==> src/rtl/lcd_mtc_pkg.sv <==
// ============================================================================
// LCD mode timing controller package
// Timing constants, mode codes and the result word type.
// ============================================================================
package lcd_mtc_pkg;

    localparam int unsigned CountW = 10;
    localparam int unsigned LineW  = 8;

    localparam logic [CountW-1:0] LINE_CYCLES  = 10'd456;
    localparam logic [CountW-1:0] OAM_END      = 10'd80;
    localparam logic [CountW-1:0] TRANSFER_END = 10'd252;
    localparam logic [LineW-1:0]  VBLANK_LINE  = 8'd144;
    localparam logic [LineW-1:0]  LAST_LINE    = 8'd153;

    localparam logic [1:0] CFG_DISPLAY_ENABLE = 2'd0;
    localparam logic [1:0] CFG_COMPARE_LINE   = 2'd1;
    localparam logic [1:0] CFG_IRQ_ENABLES    = 2'd2;

    localparam int unsigned EN_HBLANK = 0;
    localparam int unsigned EN_VBLANK = 1;
    localparam int unsigned EN_OAM    = 2;
    localparam int unsigned EN_COIN   = 3;

    typedef enum logic [1:0] {
        MODE_HBLANK   = 2'd0,
        MODE_VBLANK   = 2'd1,
        MODE_OAM      = 2'd2,
        MODE_TRANSFER = 2'd3
    } lcd_mode_t;

    typedef struct packed {
        lcd_mode_t        lcd_mode;
        logic [LineW-1:0] current_line;
        logic             coincidence;
        logic             status_irq;
        logic             vblank_irq;
        logic             draw_strobe;
        logic [LineW-1:0] drawn_line;
    } result_t;

endpackage

==> src/rtl/lcd_mode_timing_controller_unit.sv <==
// ============================================================================
// LCD mode timing controller
// A result word is registered in the main output register, or in the skid register while the main one is stalled.
// Throughput: one word per cycle while the skid entry is empty, set by the single countdown subtract/compare.
// A two-entry output buffer lets one more input word in while a result is stalled.
// Reset (synchronous, active low) clears timing state and restores registers.
// ============================================================================
module lcd_mode_timing_controller_unit
    import lcd_mtc_pkg::*;
(
    input  logic             aclk,
    input  logic             aresetn,
    input  logic             cfg_wr_en,
    input  logic [1:0]       cfg_index,
    input  logic [7:0]       cfg_data,
    input  logic             s_valid,
    output logic             s_ready,
    input  logic [7:0]       s_elapsed_cycles,
    output logic             m_valid,
    input  logic             m_ready,
    output logic [1:0]       m_lcd_mode,
    output logic [LineW-1:0] m_current_line,
    output logic             m_coincidence,
    output logic             m_status_irq,
    output logic             m_vblank_irq,
    output logic             m_draw_strobe,
    output logic [LineW-1:0] m_drawn_line
);

    logic              display_enable_reg;
    logic [LineW-1:0]  compare_line_reg;
    logic [3:0]        irq_enables_reg;

    logic [CountW-1:0] countdown_reg, countdown_next;
    logic [LineW-1:0]  line_reg, line_next;
    lcd_mode_t         prev_mode_reg, prev_mode_next;

    result_t           main_reg, skid_reg, result_next;
    logic              main_valid_reg, skid_valid_reg;

    logic              accept;
    logic              take;
    logic signed [CountW:0] spent;
    lcd_mode_t         mode;
    logic              mode_irq_en;
    logic              coin;

    assign s_ready = ~skid_valid_reg;
    assign accept  = s_valid & s_ready;
    assign m_valid = main_valid_reg;
    assign take    = main_valid_reg & m_ready;

    always_comb begin
        spent = $signed({1'b0, LINE_CYCLES}) - $signed({1'b0, countdown_reg});
        if (line_reg >= VBLANK_LINE) begin
            mode        = MODE_VBLANK;
            mode_irq_en = irq_enables_reg[EN_VBLANK];
        end else if (spent <= $signed({1'b0, OAM_END})) begin
            mode        = MODE_OAM;
            mode_irq_en = irq_enables_reg[EN_OAM];
        end else if (spent <= $signed({1'b0, TRANSFER_END})) begin
            mode        = MODE_TRANSFER;
            mode_irq_en = 1'b0;
        end else begin
            mode        = MODE_HBLANK;
            mode_irq_en = irq_enables_reg[EN_HBLANK];
        end
        coin = (line_reg == compare_line_reg);

        result_next.lcd_mode     = mode;
        result_next.coincidence  = coin;
        result_next.status_irq   = (mode_irq_en & (mode != prev_mode_reg))
                                   | (coin & irq_enables_reg[EN_COIN]);
        result_next.vblank_irq   = 1'b0;
        result_next.draw_strobe  = 1'b0;
        result_next.drawn_line   = '0;
        prev_mode_next           = mode;
        line_next                = line_reg;
        countdown_next           = countdown_reg - {2'b00, s_elapsed_cycles};

        if (countdown_reg <= {2'b00, s_elapsed_cycles}) begin
            countdown_next = LINE_CYCLES;
            line_next      = line_reg + 8'd1;
            if (line_reg == VBLANK_LINE) begin
                result_next.vblank_irq = 1'b1;
            end else if (line_reg > LAST_LINE) begin
                line_next = '0;
            end else if (line_reg < VBLANK_LINE) begin
                result_next.draw_strobe = 1'b1;
                result_next.drawn_line  = line_reg;
            end
        end

        if (!display_enable_reg) begin
            prev_mode_next           = MODE_VBLANK;
            countdown_next           = LINE_CYCLES;
            line_next                = '0;
            result_next.lcd_mode     = MODE_VBLANK;
            result_next.coincidence  = 1'b0;
            result_next.status_irq   = 1'b0;
            result_next.vblank_irq   = 1'b0;
            result_next.draw_strobe  = 1'b0;
            result_next.drawn_line   = '0;
        end
        result_next.current_line = line_next;
    end

    always_ff @(posedge aclk) begin
        if (!aresetn) begin
            display_enable_reg <= 1'b1;
            compare_line_reg   <= '0;
            irq_enables_reg    <= '0;
        end else if (cfg_wr_en) begin
            case (cfg_index)
                CFG_DISPLAY_ENABLE: display_enable_reg <= cfg_data[0];
                CFG_COMPARE_LINE:   compare_line_reg   <= cfg_data;
                CFG_IRQ_ENABLES:    irq_enables_reg    <= cfg_data[3:0];
                default: begin
                end
            endcase
        end
    end

    always_ff @(posedge aclk) begin
        if (!aresetn) begin
            countdown_reg <= '0;
            line_reg      <= '0;
            prev_mode_reg <= MODE_HBLANK;
        end else if (accept) begin
            countdown_reg <= countdown_next;
            line_reg      <= line_next;
            prev_mode_reg <= prev_mode_next;
        end
    end

    always_ff @(posedge aclk) begin
        if (!aresetn) begin
            main_valid_reg <= 1'b0;
            skid_valid_reg <= 1'b0;
        end else if (skid_valid_reg) begin
            if (take) begin
                main_reg       <= skid_reg;
                skid_valid_reg <= 1'b0;
            end
        end else if (accept) begin
            if (!main_valid_reg || take) begin
                main_reg       <= result_next;
                main_valid_reg <= 1'b1;
            end else begin
                skid_reg       <= result_next;
                skid_valid_reg <= 1'b1;
            end
        end else if (take) begin
            main_valid_reg <= 1'b0;
        end
    end

    assign m_lcd_mode     = main_reg.lcd_mode;
    assign m_current_line = main_reg.current_line;
    assign m_coincidence  = main_reg.coincidence;
    assign m_status_irq   = main_reg.status_irq;
    assign m_vblank_irq   = main_reg.vblank_irq;
    assign m_draw_strobe  = main_reg.draw_strobe;
    assign m_drawn_line   = main_reg.drawn_line;

endmodule

==> config.mk <==
export PLATFORM = sky130hd
export DESIGN_NAME = lcd_mode_timing_controller_unit
export DESIGN_NICKNAME = d
export VERILOG_FILES = /design/src/rtl/lcd_mtc_pkg.sv /design/src/rtl/lcd_mode_timing_controller_unit.sv
export SDC_FILE = /design/constraint.sdc
export NUM_CORES = 1
export LEC_CHECK = 0
export ABC_CLOCK_PERIOD_IN_PS = 2600
export BUFFER_PORTS_ARGS = -buffer_cell sky130_fd_sc_hd__buf_2
export CORE_MARGIN = 5
export CORE_UTILIZATION = 25
export CTS_BUF_LIST = sky130_fd_sc_hd__clkbuf_8 sky130_fd_sc_hd__clkbuf_16
export CTS_CLUSTER_DIAMETER = 120
export DETAILED_ROUTE_END_ITERATION = 10
export MAX_ROUTING_LAYER = met4
export REMOVE_ABC_BUFFERS = 1
export SYNTH_ARGS = -nofsm -noshare
export SYNTH_HDL_FRONTEND = slang
export SYNTH_SLANG_ARGS = --single-unit
==> constraint.sdc <==
create_clock -name aclk -period 2.6 [get_ports aclk]
set_input_delay 0.39 -clock aclk [delete_from_list [all_inputs] [get_ports aclk]]
set_output_delay 0.39 -clock aclk [all_outputs]
set_load 0.02 [all_outputs]
==> flow_summary.ini <==
[clock_network]
clock-root-buffer = clkbuf_16
clock_sinks = 79
clk_latency_ns = 0.34
h-tree-depth = 3
cts_hold_buffers = 0
cts_made_buffers = 9
clkTransAtPathRegs_ns = 0.06
cts_buffer_depth = 2
tritoncts = yes

[detailed_routing]
drt_iter0_markers = 155
via_count = 3247
dr.pass1.iters = 5
via_per_inst = 4.485
wirelength_microns = 10130
detail-route-antenna-nets = 0
post_drt_wl_per_cell_microns = 13.99
drc = 0

[timing]
tightest_slew_ns = 0.6057
slew_violations = 0
slew_headroom_pct = 59.54
setup_tns_ns = 0
rsz0062_at_grt = yes
skew_ns = 0.004650
finalHoldViolCount = 0
timing.final.ws_setup_ns = 0.05401
setup_viol = 0
period_needed_ns = 2.546
min_period_over_period_pct = 97.92
max_freq_mhz = 392.8

[setup_path]
cpLargestDelayFamily = compound AO/OA/AOI/OAI gates
end_kind = flop
worstSetupStartpointType = flop
path_class = flop to flop
crit_slowest_cell = fa_2
crit_arrival_ns = 2.74
crit_chain = inv_2, ha_4, inv_2, fa_2, a21o_1, a21oi_2, o221ai_2, a21oi_2, buf_6, nand4_4, o21ba_1, or2_1, o21ai_1
max_stage_delay_ns = 0.33
rrSetupSlack_ns = 0.05
crit_buf_inv = 3
crit_required_ns = 2.80
worstPathMaxFanout = 7

[yosys]
synthFlopType = edfxtp_1
ys_ff_latch = 79
ys_top_cells_by_area = edfxtp_1, dfxtp_1, ha_1
synth_cell_types = 65
synth_cells = 425
synth_edf_count = 44
async_flop_share_pct = 0
synth_top_area_share_pct = 30.55
synth_area_sq_um = 4325
synth.avg_cell_area_sq_um = 10.18
synth-warning-count = 0
yosysTopAreaCell = edfxtp_1
seq_area_frac_synth_pct = 46.75

[placement]
dp_hpwl_microns = 7190
port_buffers = 46
place_area_sq_um = 4990
post-place-ws_ns = -0.1493
gp_congestion = 0.8452

[finish]
layout.nets = 531
largest_reg_flops = 22
final_core_utilization_pct = 32.04
syn_to_final_growth_pct = 26.79
final_common_cell = buf_2
layout_common_cells = buf_2, edfxtp_1, buf_4
final_area_sq_um = 5484
n_antenna_cell = 0
layout-drive-gt1-share_pct = 31.66

[floorplanning]
start_util_pct = 25.27
pin_count = 47
die_w_microns = 141.5
die-area_sq_um = 20030
die_y_microns = 141.5
core_area_sq_um = 17120
num_rows = 48

[global_routing]
grt_max_degree = 35
grt.total_usage_pct = 10.48
grt_pass1_wl_microns = 16280
antenna_found_initial = 0
gr-total-overflow = 0
grt_pass1_vias = 3299

[pwr]
power_uw = 3650
p_per_area_nw_per_um2 = 665.5
irDropWorstVdd_mv = 0.3701
p_leak_uw = 0.002322

[status]
status = finished clean

[hold_path]
hold_class = primary input to flop

[flow_run]
maxCapViolCount = 0
[cell usage after synthesis, types with 3 or more instances]
cell type	instances
nand2_1	34
dfxtp_1	35
nand4_1	5
nor4_1	3
a21boi_0	8
xor2_1	11
ha_1	13
edfxtp_1	44
mux2_2	13
a21oi_2	3
o21ai_1	4
nand3_1	19
clkbuf_1	19
nor2b_1	18
or2_1	3
a21o_1	5
o21bai_1	4
a31oi_1	8
o31ai_1	6
nand2b_1	6
mux2i_1	15
xnor2_1	9
a21oi_1	10
inv_1	31
nor2_1	20
and2_1	9
o21ai_0	21
and3_1	3
[worst min-delay path, delay by kind of cell]
| kind | cells | cell delay (ns) |
|---|---|---|
| buffers and inverters | 1 | 0.10 |
| and+or+nand+nor | 1 | 0.06 |
| muxes | 1 | 0.07 |
[final timing paths]
check / startpoint / end / cells past startpoint
setup reg to reg: countdown_reg[0] / m_current_line[7] / 13
setup / recovery: countdown_reg[0] / m_current_line[7] / 13
hold reg to reg: irq_enables_reg[2] / irq_enables_reg[2] / 2
hold / removal: cfg_data[0] / display_enable_reg / 3
[final cells by class]
class                           instances  area [sq um]
Clock inverter                          7         103.9
Sequential cell                        79          2024
Fill cell                            1758         11630
Inverter                               32         120.1
Multi-Input combinational cell        289          2205
Timing Repair Buffer                   83         524.3
Tap cell                              225         281.5
Clock buffer                            9         225.2
[where the power goes]
part	leakage, uW	total [uW]	internal (uW)	switching (uW)
clock	0.000154	1380	852	531
combinational	0.00145	819	371	448
sequential	0.000713	1450	1400	52.4
[routing by layer]
metal / vias to the layer above / wire length, microns / share of wire [%] / global-route usage, %
met5: - / 0 / 0 / -
met4: 0 / 144 / 1.4 / 3.636
li1: 1649 / - / - / -
met3: 11 / 457 / 4.5 / 2.966
met2: 64 / 4908 / 48 / 16.92
met1: 1523 / 4616 / 46 / 12.57
[timing repair]
action / in CTS / in global routing
buffers inserted: 1 / 3
pin swaps: 1 / 12
setup endpoints to repair: 11 / 40
gates resized for setup: 4 / 35
hold endpoints to repair: 0 / 0
[stage by stage]
step / cells / hold WS, ns
floorplan: 400 / 0.4519
CTS: 721 / 0.2952
global placement: 704 / 0.5057
detailed placement: 704 / 0.5124
finish: 724 / 0.3039
global route: 724 / 0.3074
[kinds of logic after synthesis]
kind of cell             Yosys count  share of synthesized area [%]
adder cells (fa/ha/maj)           14                          4.223
AO/OA/AOI/OAI                     91                          15.94
XOR/XNOR                          20                          4.050
buffers and inverters             57                          5.322
flip-flops                        79                          46.75
AND/OR/NAND/NOR                  136                          16.86
multiplexers                      28                          6.856
(Power assumes the default switching activity.)
